`src/rtl/core/lta_pkg.sv`:
```
// Shared types and constants for the toroidal life automaton.
package lta_pkg;

  // Field widths fixed by the command and result formats.
  localparam int KIND_W     = 2;
  localparam int ROW_FW     = 5;
  localparam int COL_FW     = 5;
  localparam int ROW_BITS_W = 32;

  // Default grid size.
  localparam int DEF_GRID_WIDTH  = 32;
  localparam int DEF_GRID_HEIGHT = 24;

  // Command codes carried in the kind field.
  typedef enum logic [KIND_W-1:0] {
    OP_TOGGLE  = 2'd0,
    OP_CLEAR   = 2'd1,
    OP_ADVANCE = 2'd2,
    OP_READ    = 2'd3
  } op_t;

  // Classified command handed from the front end to the execution engine.
  typedef struct packed {
    op_t               op;
    logic              row_ok;  // row lies inside the grid
    logic              fetch;   // command needs the addressed row read first
    logic              flip;    // toggle that really changes a cell
    logic [ROW_FW-1:0] row;
    logic [COL_FW-1:0] col;
  } cmd_t;

  // Execution engine states.
  typedef enum logic [1:0] {
    BK_IDLE,
    BK_FETCH,
    BK_SWEEP,
    BK_REREAD
  } bk_state_t;

endpackage

```
`src/rtl/core/lta_front.sv`:
```
// Front end: accepts command beats and classifies them for the engine.
module lta_front import lta_pkg::*; #(
  parameter int GRID_WIDTH  = DEF_GRID_WIDTH,
  parameter int GRID_HEIGHT = DEF_GRID_HEIGHT
) (
  input  logic              push,
  output logic              full,
  input  logic [KIND_W-1:0] kind,
  input  logic [ROW_FW-1:0] row,
  input  logic [COL_FW-1:0] col,
  output logic              q_wr,
  output cmd_t              q_data,
  input  logic              q_full
);

  localparam int HCW = $clog2(GRID_HEIGHT + 1) + ROW_FW;
  localparam int WCW = $clog2(GRID_WIDTH + 1) + COL_FW;

  logic row_ok;
  logic col_ok;
  op_t  op;

  // A beat is taken whenever the command queue has room.
  assign full = q_full;
  assign q_wr = push && !q_full;

  // Range checks on the addressed cell.
  assign row_ok = HCW'(row) < HCW'(GRID_HEIGHT);
  assign col_ok = WCW'(col) < WCW'(GRID_WIDTH);
  assign op     = op_t'(kind);

  // Classify the command.
  always_comb begin
    q_data        = '0;
    q_data.op     = op;
    q_data.row_ok = row_ok;
    q_data.row    = row;
    q_data.col    = col;
    unique case (op)
      OP_TOGGLE: begin
        q_data.fetch = row_ok;
        q_data.flip  = row_ok && col_ok;
      end
      OP_READ: begin
        q_data.fetch = row_ok;
      end
      OP_CLEAR, OP_ADVANCE: begin
        q_data.fetch = 1'b0;
      end
      default: begin
        q_data.fetch = 1'b0;
      end
    endcase
  end

endmodule

```
`src/rtl/core/lta_cmd_fifo.sv`:
```
// Two-entry queue of classified commands between front end and engine.
module lta_cmd_fifo import lta_pkg::*; (
  input  logic clk,
  input  logic rst,
  input  logic wr,
  input  cmd_t wr_data,
  output logic full,
  input  logic rd,
  output cmd_t rd_data,
  output logic empty
);

  cmd_t       slots [2];
  logic       wr_ptr;
  logic       rd_ptr;
  logic [1:0] count;

  // The queue refuses beats while reset is held.
  assign full    = rst || (count == 2'd2);
  assign empty   = count == 2'd0;
  assign rd_data = slots[rd_ptr];

  // Pointer and fill count.
  always_ff @(posedge clk) begin
    if (rst) begin
      wr_ptr <= 1'b0;
      rd_ptr <= 1'b0;
      count  <= 2'd0;
    end else begin
      if (wr) begin
        wr_ptr <= !wr_ptr;
      end
      if (rd) begin
        rd_ptr <= !rd_ptr;
      end
      if (wr && !rd) begin
        count <= count + 2'd1;
      end else if (rd && !wr) begin
        count <= count - 2'd1;
      end
    end
  end

  // Entry storage.
  always_ff @(posedge clk) begin
    if (wr) begin
      slots[wr_ptr] <= wr_data;
    end
  end

endmodule

```
`src/rtl/core/lta_back.sv`:
```
// Execution engine: grid banks, generation sweep and result register.
module lta_back import lta_pkg::*; #(
  parameter int GRID_WIDTH  = DEF_GRID_WIDTH,
  parameter int GRID_HEIGHT = DEF_GRID_HEIGHT
) (
  input  logic                  clk,
  input  logic                  rst,
  input  logic                  q_empty,
  input  cmd_t                  q_data,
  output logic                  q_rd,
  output logic                  empty,
  input  logic                  pop,
  output logic [ROW_BITS_W-1:0] row_bits
);

  localparam int RW = $clog2(GRID_HEIGHT);
  localparam int KW = $clog2(GRID_HEIGHT + 3);

  bk_state_t state, state_next;
  cmd_t      cmd;
  logic      active;

  // Grid banks with a valid bit per row; an invalid row reads as dead.
  logic [GRID_WIDTH-1:0]  mem [2][GRID_HEIGHT];
  logic [GRID_HEIGHT-1:0] vld [2];

  logic [GRID_WIDTH-1:0] rd_data;
  logic                  rd_vbit;
  logic [GRID_WIDTH-1:0] cur_row;

  // Memory port controls.
  logic                  rd_en;
  logic                  rd_bank;
  logic [RW-1:0]         rd_row;
  logic                  wr_en;
  logic                  wr_bank;
  logic [RW-1:0]         wr_row;
  logic [GRID_WIDTH-1:0] wr_data;

  // Sweep bookkeeping.
  logic [KW-1:0]         sw_k;
  logic [KW-1:0]         dat_k;
  logic                  dat_vld;
  logic [GRID_WIDTH-1:0] w_up;
  logic [GRID_WIDTH-1:0] w_mid;
  logic [KW-1:0]         sw_km1;
  logic [KW-1:0]         dat_km2;
  logic                  sw_issue;
  logic                  sw_done;

  logic                  res_valid;
  logic [ROW_BITS_W-1:0] res_bits;
  logic [GRID_WIDTH-1:0] new_row;
  logic [GRID_WIDTH-1:0] flip_mask;
  logic                  take;

  function automatic logic [RW-1:0] row_idx(input logic [ROW_FW-1:0] r);
    logic [RW+ROW_FW-1:0] tmp;
    tmp = (RW + ROW_FW)'(r);
    return tmp[RW-1:0];
  endfunction

  function automatic logic [ROW_BITS_W-1:0] to_result(input logic [GRID_WIDTH-1:0] r);
    logic [GRID_WIDTH+ROW_BITS_W-1:0] tmp;
    tmp = (GRID_WIDTH + ROW_BITS_W)'(r);
    return tmp[ROW_BITS_W-1:0];
  endfunction

  // Next generation of the middle row under rule B3/S23, columns wrapping.
  function automatic logic [GRID_WIDTH-1:0] life_row(
    input logic [GRID_WIDTH-1:0] up,
    input logic [GRID_WIDTH-1:0] mid,
    input logic [GRID_WIDTH-1:0] dn
  );
    logic [GRID_WIDTH-1:0] res;
    logic [3:0]            n;
    int                    cl;
    int                    cr;
    res = '0;
    for (int c = 0; c < GRID_WIDTH; c++) begin
      cl = (c + GRID_WIDTH - 1) % GRID_WIDTH;
      cr = (c + 1) % GRID_WIDTH;
      n = 4'(up[cl]) + 4'(up[c]) + 4'(up[cr]) + 4'(mid[cl]) + 4'(mid[cr])
        + 4'(dn[cl]) + 4'(dn[c]) + 4'(dn[cr]);
      res[c] = (n == 4'd3) || (mid[c] && n == 4'd2);
    end
    return res;
  endfunction

  assign cur_row   = rd_vbit ? rd_data : '0;
  assign flip_mask = {{(GRID_WIDTH-1){1'b0}}, 1'b1} << cmd.col;
  assign new_row   = cmd.flip ? (cur_row ^ flip_mask) : cur_row;
  assign take      = (state == BK_IDLE) && !res_valid && !q_empty;
  assign q_rd      = take;
  assign empty     = !res_valid;
  assign row_bits  = res_bits;

  // Sweep read order: last row, rows 0 to the last, then row 0 again.
  assign sw_km1   = sw_k - KW'(1);
  assign dat_km2  = dat_k - KW'(2);
  assign sw_issue = sw_k <= KW'(GRID_HEIGHT + 1);
  assign sw_done  = dat_vld && (dat_k == KW'(GRID_HEIGHT + 1));

  // Next state.
  always_comb begin
    state_next = state;
    unique case (state)
      BK_IDLE: begin
        if (take) begin
          if (q_data.op == OP_ADVANCE) begin
            state_next = BK_SWEEP;
          end else if (q_data.fetch) begin
            state_next = BK_FETCH;
          end
        end
      end
      BK_FETCH: begin
        state_next = BK_IDLE;
      end
      BK_SWEEP: begin
        if (sw_done) begin
          state_next = BK_REREAD;
        end
      end
      BK_REREAD: begin
        state_next = cmd.row_ok ? BK_FETCH : BK_IDLE;
      end
      default: begin
        state_next = BK_IDLE;
      end
    endcase
  end

  // Memory port controls per state.
  always_comb begin
    rd_en   = 1'b0;
    rd_bank = active;
    rd_row  = '0;
    wr_en   = 1'b0;
    wr_bank = active;
    wr_row  = '0;
    wr_data = new_row;
    unique case (state)
      BK_IDLE: begin
        if (take && q_data.fetch) begin
          rd_en  = 1'b1;
          rd_row = row_idx(q_data.row);
        end
      end
      BK_FETCH: begin
        if (cmd.flip) begin
          wr_en  = 1'b1;
          wr_row = row_idx(cmd.row);
        end
      end
      BK_SWEEP: begin
        rd_en = sw_issue;
        if (sw_k == '0) begin
          rd_row = RW'(GRID_HEIGHT - 1);
        end else if (sw_k == KW'(GRID_HEIGHT + 1)) begin
          rd_row = '0;
        end else begin
          rd_row = sw_km1[RW-1:0];
        end
        wr_en   = dat_vld && (dat_k >= KW'(2));
        wr_bank = !active;
        wr_row  = dat_km2[RW-1:0];
        wr_data = life_row(w_up, w_mid, cur_row);
      end
      BK_REREAD: begin
        rd_en  = cmd.row_ok;
        rd_row = row_idx(cmd.row);
      end
      default: begin
        rd_en = 1'b0;
      end
    endcase
  end

  // Grid storage and registered read port.
  always_ff @(posedge clk) begin
    if (wr_en) begin
      mem[wr_bank][wr_row] <= wr_data;
    end
    if (rd_en) begin
      rd_data <= mem[rd_bank][rd_row];
      rd_vbit <= vld[rd_bank][rd_row];
    end
  end

  // Control state, valid bits and result register.
  always_ff @(posedge clk) begin
    if (rst) begin
      state     <= BK_IDLE;
      active    <= 1'b0;
      vld[0]    <= '0;
      vld[1]    <= '0;
      res_valid <= 1'b0;
      dat_vld   <= 1'b0;
      sw_k      <= '0;
    end else begin
      state <= state_next;
      if (wr_en) begin
        vld[wr_bank][wr_row] <= 1'b1;
      end
      if (pop && res_valid) begin
        res_valid <= 1'b0;
      end
      dat_vld <= (state == BK_SWEEP) && sw_issue;
      unique case (state)
        BK_IDLE: begin
          if (take) begin
            sw_k <= '0;
            if (q_data.op == OP_CLEAR) begin
              vld[active] <= '0;
            end
            if (q_data.op != OP_ADVANCE && !q_data.fetch) begin
              res_valid <= 1'b1;
            end
          end
        end
        BK_FETCH: begin
          res_valid <= 1'b1;
        end
        BK_SWEEP: begin
          if (sw_issue) begin
            sw_k <= sw_k + KW'(1);
          end
          if (sw_done) begin
            active <= !active;
          end
        end
        BK_REREAD: begin
          if (!cmd.row_ok) begin
            res_valid <= 1'b1;
          end
        end
        default: begin
        end
      endcase
    end
  end

  // Payload registers.
  always_ff @(posedge clk) begin
    if (take) begin
      cmd <= q_data;
    end
    if (state == BK_IDLE && take && !q_data.fetch && q_data.op != OP_ADVANCE) begin
      res_bits <= '0;
    end else if (state == BK_FETCH) begin
      res_bits <= to_result(new_row);
    end else if (state == BK_REREAD && !cmd.row_ok) begin
      res_bits <= '0;
    end
    if (state == BK_SWEEP) begin
      dat_k <= sw_k;
      if (dat_vld) begin
        w_up  <= w_mid;
        w_mid <= cur_row;
      end
    end
  end

endmodule

```
`src/rtl/core/life_automaton_torus_grid.sv`:
```
// Top level of the toroidal B3/S23 life automaton with command queue interface.
//
//   channel   handshake        payload
//   command   push / full      kind, row, col
//   result    pop / empty      row_bits
//
// A clear, or a toggle or read of a row outside the grid, shows its result
// straight from the idle state; a toggle or read inside the grid first reads its
// row. An advance sweeps the grid, reading one source row per cycle through one
// port, then rereads the addressed row unless it lies outside the grid.
// The engine waits while its result is not popped; the queue holds two more beats.
// Reset is synchronous, holds full high and leaves every cell dead.
module life_automaton_torus_grid import lta_pkg::*; #(
  parameter int GRID_WIDTH  = DEF_GRID_WIDTH,
  parameter int GRID_HEIGHT = DEF_GRID_HEIGHT
) (
  input  logic                  clk,
  input  logic                  rst,
  input  logic                  push,
  output logic                  full,
  input  logic [KIND_W-1:0]     kind,
  input  logic [ROW_FW-1:0]     row,
  input  logic [COL_FW-1:0]     col,
  output logic                  empty,
  input  logic                  pop,
  output logic [ROW_BITS_W-1:0] row_bits
);

  logic q_wr;
  logic q_full;
  logic q_rd;
  logic q_empty;
  cmd_t q_wr_data;
  cmd_t q_rd_data;

  // Command intake and classification.
  lta_front #(
    .GRID_WIDTH (GRID_WIDTH),
    .GRID_HEIGHT(GRID_HEIGHT)
  ) u_front (
    .push  (push),
    .full  (full),
    .kind  (kind),
    .row   (row),
    .col   (col),
    .q_wr  (q_wr),
    .q_data(q_wr_data),
    .q_full(q_full)
  );

  // Queue between the front end and the engine.
  lta_cmd_fifo u_fifo (
    .clk    (clk),
    .rst    (rst),
    .wr     (q_wr),
    .wr_data(q_wr_data),
    .full   (q_full),
    .rd     (q_rd),
    .rd_data(q_rd_data),
    .empty  (q_empty)
  );

  // Grid engine and result register.
  lta_back #(
    .GRID_WIDTH (GRID_WIDTH),
    .GRID_HEIGHT(GRID_HEIGHT)
  ) u_back (
    .clk     (clk),
    .rst     (rst),
    .q_empty (q_empty),
    .q_data  (q_rd_data),
    .q_rd    (q_rd),
    .empty   (empty),
    .pop     (pop),
    .row_bits(row_bits)
  );

endmodule

```
`config.mk`:
```
export PLATFORM = sky130hd
export DESIGN_NAME = life_automaton_torus_grid
export DESIGN_NICKNAME = d
export VERILOG_FILES = /design/src/rtl/core/lta_pkg.sv /design/src/rtl/core/lta_front.sv /design/src/rtl/core/lta_cmd_fifo.sv /design/src/rtl/core/lta_back.sv /design/src/rtl/core/life_automaton_torus_grid.sv
export SDC_FILE = /design/constraint.sdc
export NUM_CORES = 2
export LEC_CHECK = 0
export ABC_AREA = 0
export BUFFER_PORTS_ARGS = -buffer_cell sky130_fd_sc_hd__buf_2
export CAP_MARGIN = 20
export CORE_MARGIN = 4
export CORE_UTILIZATION = 60
export CTS_BUF_LIST = sky130_fd_sc_hd__clkbuf_8 sky130_fd_sc_hd__clkbuf_16
export DETAILED_ROUTE_END_ITERATION = 12
export PLACE_DENSITY = 0.76
export SLEW_MARGIN = 20
export SYNTH_ARGS = -nofsm -noshare
export SYNTH_HDL_FRONTEND = slang
export SYNTH_SLANG_ARGS = --single-unit
```
`constraint.sdc`:
```
create_clock -name clk -period 10.7 [get_ports clk]
set_input_delay 1.07 -clock clk [delete_from_list [all_inputs] [get_ports clk]]
set_output_delay 1.07 -clock clk [all_outputs]
set_load 0.01 [all_outputs]
```
After elaboration in Yosys (flattened, before gate mapping)
Memories as Yosys holds them, arrays and structs flattened. A register that Yosys moved wholly into a read port is not among the register bits.
Cells that the tools add are included.
Operators by class
  $add $sub $neg: 229
  order comparisons: 9
  equal/unequal tests: 80
  shift-type cells: 1
  mux-type cells: 68
  bitwise operators: 3
  reduce and logical (&&, ||, !) cells: 107
Operators by type and width (number)
  $add 4x1->4: 192
  $mux 768: 1
  $eq 4x2->1 const B: 64
  $mux 32: 8
  $bmux 32 s5: 1
  $demux 32 s5: 1
  $mux 24: 5
  $add 1x1->2: 32
  $logic_and 1x1->1: 49
  $reduce_or 24->1: 2
  $logic_or 1x1->1: 33
  $shl 1x5->32 const A: 1
  $xor 32x32->32: 1
  $mux 1: 30
  $mux 5: 6
  $pmux 5 s2: 2
  $pmux 5 s3: 1
  $eq 2x2->1 const B: 6
  $ge 6x6->1 const B: 2
  $lt 5x6->1 const B: 2
  $mux 2: 6
  $not 5->6: 2
  $eq 5x5->1 const B: 2
  $logic_not 1->1: 10
  25 further kinds: 38
Word-level totals
  register bits: 160
  memory bits (writable): 1614
  input port bits: 16
  output and inout bits: 34
  memories: 3
Memory list
  u_back.mem: depth 2, bits a word 768, read ports 1, clocked after memory_dff 1, write ports 1, line lta_back.sv:24  | logic [GRID_WIDTH-1:0] mem [2][GRID_HEIGHT];
  u_back.vld: depth 2, bits a word 24, read ports 1, clocked after memory_dff 1, write ports 2, line lta_back.sv:25  | logic [GRID_HEIGHT-1:0] vld [2];
  u_fifo.slots: depth 2, bits a word 15, read ports 1, clocked after memory_dff 1, write ports 1, line lta_cmd_fifo.sv:13  | cmd_t slots [2];

Longest topological paths before layout
  depth in word-level cells: 11
  gate-level depth with buffers: 14
  gate-level depth less buffers: 12

By module
From an unflattened synthesis, not the netlist that was laid out.
Second synthesis, totals
  cell total of the unflattened synthesis: 4764
  area, all modules: 75142.1 sq um
Modules (own cells, without submodules)
  lta_back: times used 1, cells an instance 4673, area each 73694.4 sq um, sequential area each 51849.7 sq um
  lta_cmd_fifo: times used 1, cells an instance 70, area each 1292.5 sq um, sequential area each 1001.0 sq um
  lta_front: times used 1, cells an instance 21, area each 155.1 sq um, sequential area each 0.0 sq um

Worst setup path after synthesis
Ideal clock, no wire load.
  path kind: reg2reg
  start point: reg u_back.w_up[20]
  end point: mem u_back.mem[0][117] (netlist bit), data pin
  data arrival time: 5.576 ns
  slack: 4.389 ns
  cell stages (with the launch flop): 10
  clock period less this slack: 6.311 ns
  path through: edfxtp_1 > ha_1 > inv_1 > fa_1 > fa_1 > inv_1 > fa_1 > inv_1 > fa_1 > o41ai_1
On the way
  word-level cells in the longest chain between the ends: 11
  elaborated cells between the ends (all ways): 12
  classes of those cells: add/sub (7); eq/ne (2); mux (1); reduce/logical (2)
Ends and longest elaborated chain
  from (decl): line lta_back.sv:44  | logic [GRID_WIDTH-1:0] w_up;
  from (signal assigned): line lta_back.sv:259  | w_up <= w_mid;
  $add 1x1->2 (*): line lta_back.sv:83  | n = 4'(up[cl]) + 4'(up[c]) + 4'(up[cr]) + 4'(mid[cl]) + 4'(mid[cr])
  $add 4x1->4 (*) (3 in a row): line lta_back.sv:83
  $add 4x1->4 (*) (3 in a row): line lta_back.sv:84  | + 4'(dn[cl]) + 4'(dn[c]) + 4'(dn[cr]);
  $eq 4x2->1: line lta_back.sv:85  | res[c] = (n == 4'd3) || (mid[c] && n == 4'd2);
  $logic_and 1x1->1: line lta_back.sv:85
  $logic_or 1x1->1 (*): line lta_back.sv:85
  $mux 32 (*): line lta_back.sv:143  | unique case (state)
  net u_back.wr_data[21]: line lta_back.sv:38  | logic [GRID_WIDTH-1:0] wr_data;
  to (decl): line lta_back.sv:24
Mark *: on every way through the listed nets, which the timed path passes. The rest lies on a longest branch.

Worst setup path in the final report
  start point: reg u_back.state[0]
  end point: reg u_back.rd_data[2], data pin
On the way
  word-level cells in the longest chain between the ends: 10
  elaborated cells between the ends (all ways): 12
  classes of those cells: eq/ne (2); mux (5); bitwise (1); reduce/logical (4)
Ends and longest elaborated chain
  from (decl): line lta_back.sv:19  | bk_state_t state, state_next;
  from (signal assigned): line lta_back.sv:202  | state <= state_next;
  $logic_not 2->1: line lta_back.sv:93, lta_back.sv:143
  $logic_and 1x1->1 (2 in a row): line lta_back.sv:93  | assign take = (state == BK_IDLE) && !res_valid && !q_empty;
  $logic_and 1x1->1: line lta_back.sv:145  | if (take && q_data.fetch) begin
  $mux 5: line lta_back.sv:145
  $pmux 5 s3 (*): line lta_back.sv:143
  $not 5->6 (implied by the code) (*): line lta_back.sv:186  | rd_data <= mem[rd_bank][rd_row];
  $bmux 32 s5 (*): line lta_back.sv:186
  $mux 32 (implied by the code) (*) (2 in a row): line lta_back.sv:186
  to (signal assigned): line lta_back.sv:186
  to (decl): line lta_back.sv:27  | logic [GRID_WIDTH-1:0] rd_data;
Mark *: on every way between the ends. The rest lies on a longest branch, timed or not. The select of a mux whose other input is x is not followed.
A chain may end at the register's enable or synchronous reset.

==> flow_summary.json <==
{
  "antenna_found_initial": 4,
  "postCtsHoldBufs": 0,
  "final_util_pct": 67.53,
  "gp_congestion": 0.8415,
  "clock_path_buffers": 3,
  "synth.area.top_cells": "edfxtp_1 70%, mux4_2 10%, fa_1 3.4%, ha_1 1.8%, inv_1 1.7%",
  "p_leak_nw": 28.22,
  "first_global_vias": 40852,
  "hold_end": "u_fifo.slots[0][0]",
  "seq_area_frac_synth_pct": 70.96,
  "rrSetupSlack_ns": 5.71,
  "root_buffer": "clkbuf_16",
  "cts_tree": "yes",
  "synth_top_family_by_area": "multiplexers",
  "grt_use_met1_pct": 40.75,
  "syn_area_mm2": 0.07448,
  "p_per_area_mw_per_mm2": 249.0,
  "routed_via_density": 6.714,
  "finalPower_w": 0.02076,
  "met3_usage_pct": 5.345,
  "synth_mux_area_share_pct": 10.45,
  "synth_common_cells": "1728 x edfxtp_1, 337 x mux4_2, 335 x inv_1",
  "r2r_end": "u_back.rd_data[2]",
  "synth_seq_cells": 1776,
  "drtAntennaViolNets": 0,
  "cts_buffers": 170,
  "r2r_start": "u_back.state[0]",
  "setup_ws_ns": 5.713,
  "synth_compound_area_share_pct": 5.744,
  "startpoint_type": "register",
  "hold-worst-slack_ns": 0.4826,
  "slew_headroom_pct": 25.35,
  "io_pins": 50,
  "firstDrtPassIters": 6,
  "async_flop_share_pct": 0,
  "grt_busiest_layer": "met2",
  "yosys.area_share.xor_xnor_pct": 0.5275,
  "grt-ovfl-total": 0,
  "worst_ep_required_time_ns": 11.21,
  "yosys.area_share.simple_pct": 3.980,
  "clock_sinks": 1776,
  "max_cap_violations": 0,
  "clk_latency_ns": 0.81,
  "grt_pass1_wl_um": 270100,
  "fin_crit_ns": 4.987,
  "syn_nets": 4487,
  "status": "finished, final reports clean",
  "place_hpwl_um": 98630,
  "htree_levels": 4,
  "netlist.area_leader.share_pct": 69.67,
  "syn2layout_area_growth_pct": 11.95,
  "finalHoldViolCount": 0,
  "final_max_slew_viol_count": 0,
  "synth-edff-count": 1728,
  "dr_total_vias": 41219,
  "synth_warnings": 0,
  "cp.arrival_ns": 5.49,
  "place_ws_ns": 5.813,
  "drt_wl_total_um": 182800,
  "drc": 0,
  "diodes": 0,
  "yosysMostFrequentCell": "edfxtp_1",
  "min-delay-start": "col[0]",
  "clock_skew_ns": 0.03597,
  "dieArea_mm2": 0.1298,
  "die_h_um": 360.3,
  "core_mm2": 0.1235,
  "cts.clk_slew.worst_paths_ns": 0.06,
  "r2r_cells": 11,
  "worst_pin_slew_ns": 1.120,
  "worst_setup_path_end_kind": "register",
  "ir_drop_v": 0.0002476,
  "cts_resized": 0,
  "fmax_ghz": 0.2005,
  "synth.avg_cell_area_um2": 17.59,
  "cts_setup_buffers": 0,
  "finalCritPeriodShare_pct": 46.61,
  "grt_max_degree": 154,
  "setup_viol": 0,
  "dieWidth_um": 360.3,
  "ys.flop_type": "edfxtp_1",
  "grt_usage_pct": 28.07,
  "synthAdderAreaFrac_pct": 5.255,
  "rsz0062_at_grt": "false",
  "drt-wirelength-per-cell_um": 29.78,
  "drive_above_1_share_pct": 19.44,
  "yosys.area.top_type": "edfxtp_1",
  "fin_setup_tns_ns": 0,
  "row_count": 129,
  "yosysUniqueCellTypes": 72,
  "start_util_pct": 60.32,
  "crit_fanout": 58,
  "layout.nets": 4609,
  "port_buffers": 49,
  "syn_inst": 4235,
  "min_path_type": "input pin to register",
  "grt_util_met2_pct": 44.43,
  "hold_path_depth": 1,
  "drt_iter0_drc": 5943,
  "setup.worst_path.class": "register to register"
}
## cell families after synthesis
family | count (synthesis)
muxes | 355
DFF | 1776
adders and majority gates | 236
and+or+nand+nor | 646
xor gates and xnor gates | 44
AOI/OAI and AO/OA | 619
buffers and inverters | 559
## per-stage QoR
stage / area (um^2) / cells
finish: 83380 / 6139
global route: 83380 / 6139
CTS: 82800 / 6118
detailed placement: 77410 / 5801
global placement: 77410 / 5801
floorplan: 74480 / 4235
## worst max-delay path, cell delays in order (launching register included)
cell and delay (ns):
dfxtp_1 0.35, inv_1 0.16, ha_4 0.67, nand3b_1 0.28
o22a_1 0.29, o311ai_4 0.11, buf_4 0.69, buf_4 0.84
mux4_2 0.42, a22o_1 0.26, nor2_1 0.38, o211ai_1 0.17
## flip-flops by register name, summed over array words and instances, names as in the netlist, 12 cells and up, named ones only
register and count:
u_back.cmd 12, u_back.row_bits 32, u_back.mem 1536, u_back.w_mid 32
u_back.w_up 32, u_back.vld 48, u_fifo.slots 30, u_back.rd_data 32
## power by group
group / switching (W) / internal (W)
sequential: 0.000138 / 0.00889
clock: 0.00259 / 0.00324
combinational: 0.00402 / 0.00188
## cell type report
class | count | area, um^2
Clock buffer | 172 | 4293
Clock inverter | 145 | 1102
Fill cell | 7581 | 40100
Inverter | 336 | 1261
Multi-Input combinational cell | 1900 | 20170
Sequential cell | 1776 | 52850
Tap cell | 1637 | 2048
Timing Repair Buffer | 173 | 1647
## worst max path at each step
| stage | slack [ns] | endpoint | from | cells past startpoint |
|---|---|---|---|---|
| floorplan | 4.39 | u_back.mem[0][117] | u_back.w_up[20] | 9 |
| global placement | 5.94 | u_back.rd_data[28] | u_back.state[1] | 14 |
| detailed placement | 5.81 | u_back.rd_data[2] | u_back.state[0] | 11 |
| CTS | 5.76 | u_back.rd_data[2] | u_back.state[0] | 11 |
| global route | 5.42 | u_back.rd_data[1] | u_back.state[1] | 14 |
| finish | 5.71 | u_back.rd_data[2] | u_back.state[0] | 11 |
## metal layers
metal / wire length, um / vias to the layer above
li1: - / 16821
met1: 68790 / 21285
met2: 88890 / 2790
met3: 20370 / 323
met4: 4748 / 0
met5: 0 / -
## cell usage in the layout, fill, tap and decap left out, types with 11 or more instances in the layout
cell / instances
a2111oi_0: 32
a21o_1: 24
a21oi_1: 92
a21oi_4: 28
a22o_1: 46
a22oi_1: 58
a31oi_1: 93
and3_1: 82
buf_16: 21
buf_2: 49
buf_4: 99
bufinv_16: 13
clkbuf_16: 171
clkinv_1: 45
clkinv_2: 35
dfxtp_1: 47
edfxtp_1: 1728
fa_1: 128
ha_1: 106
inv_1: 367
mux2_2: 11
mux4_2: 337
nand2_1: 139
nand3_1: 62
nor2_1: 208
nor2_4: 53
nor2b_1: 13
nor3_1: 16
o211ai_1: 77
o21ai_0: 43
o22a_1: 33
o22ai_1: 41
or3_1: 29
xnor2_1: 35
Power figures use the tool's default switching activity.
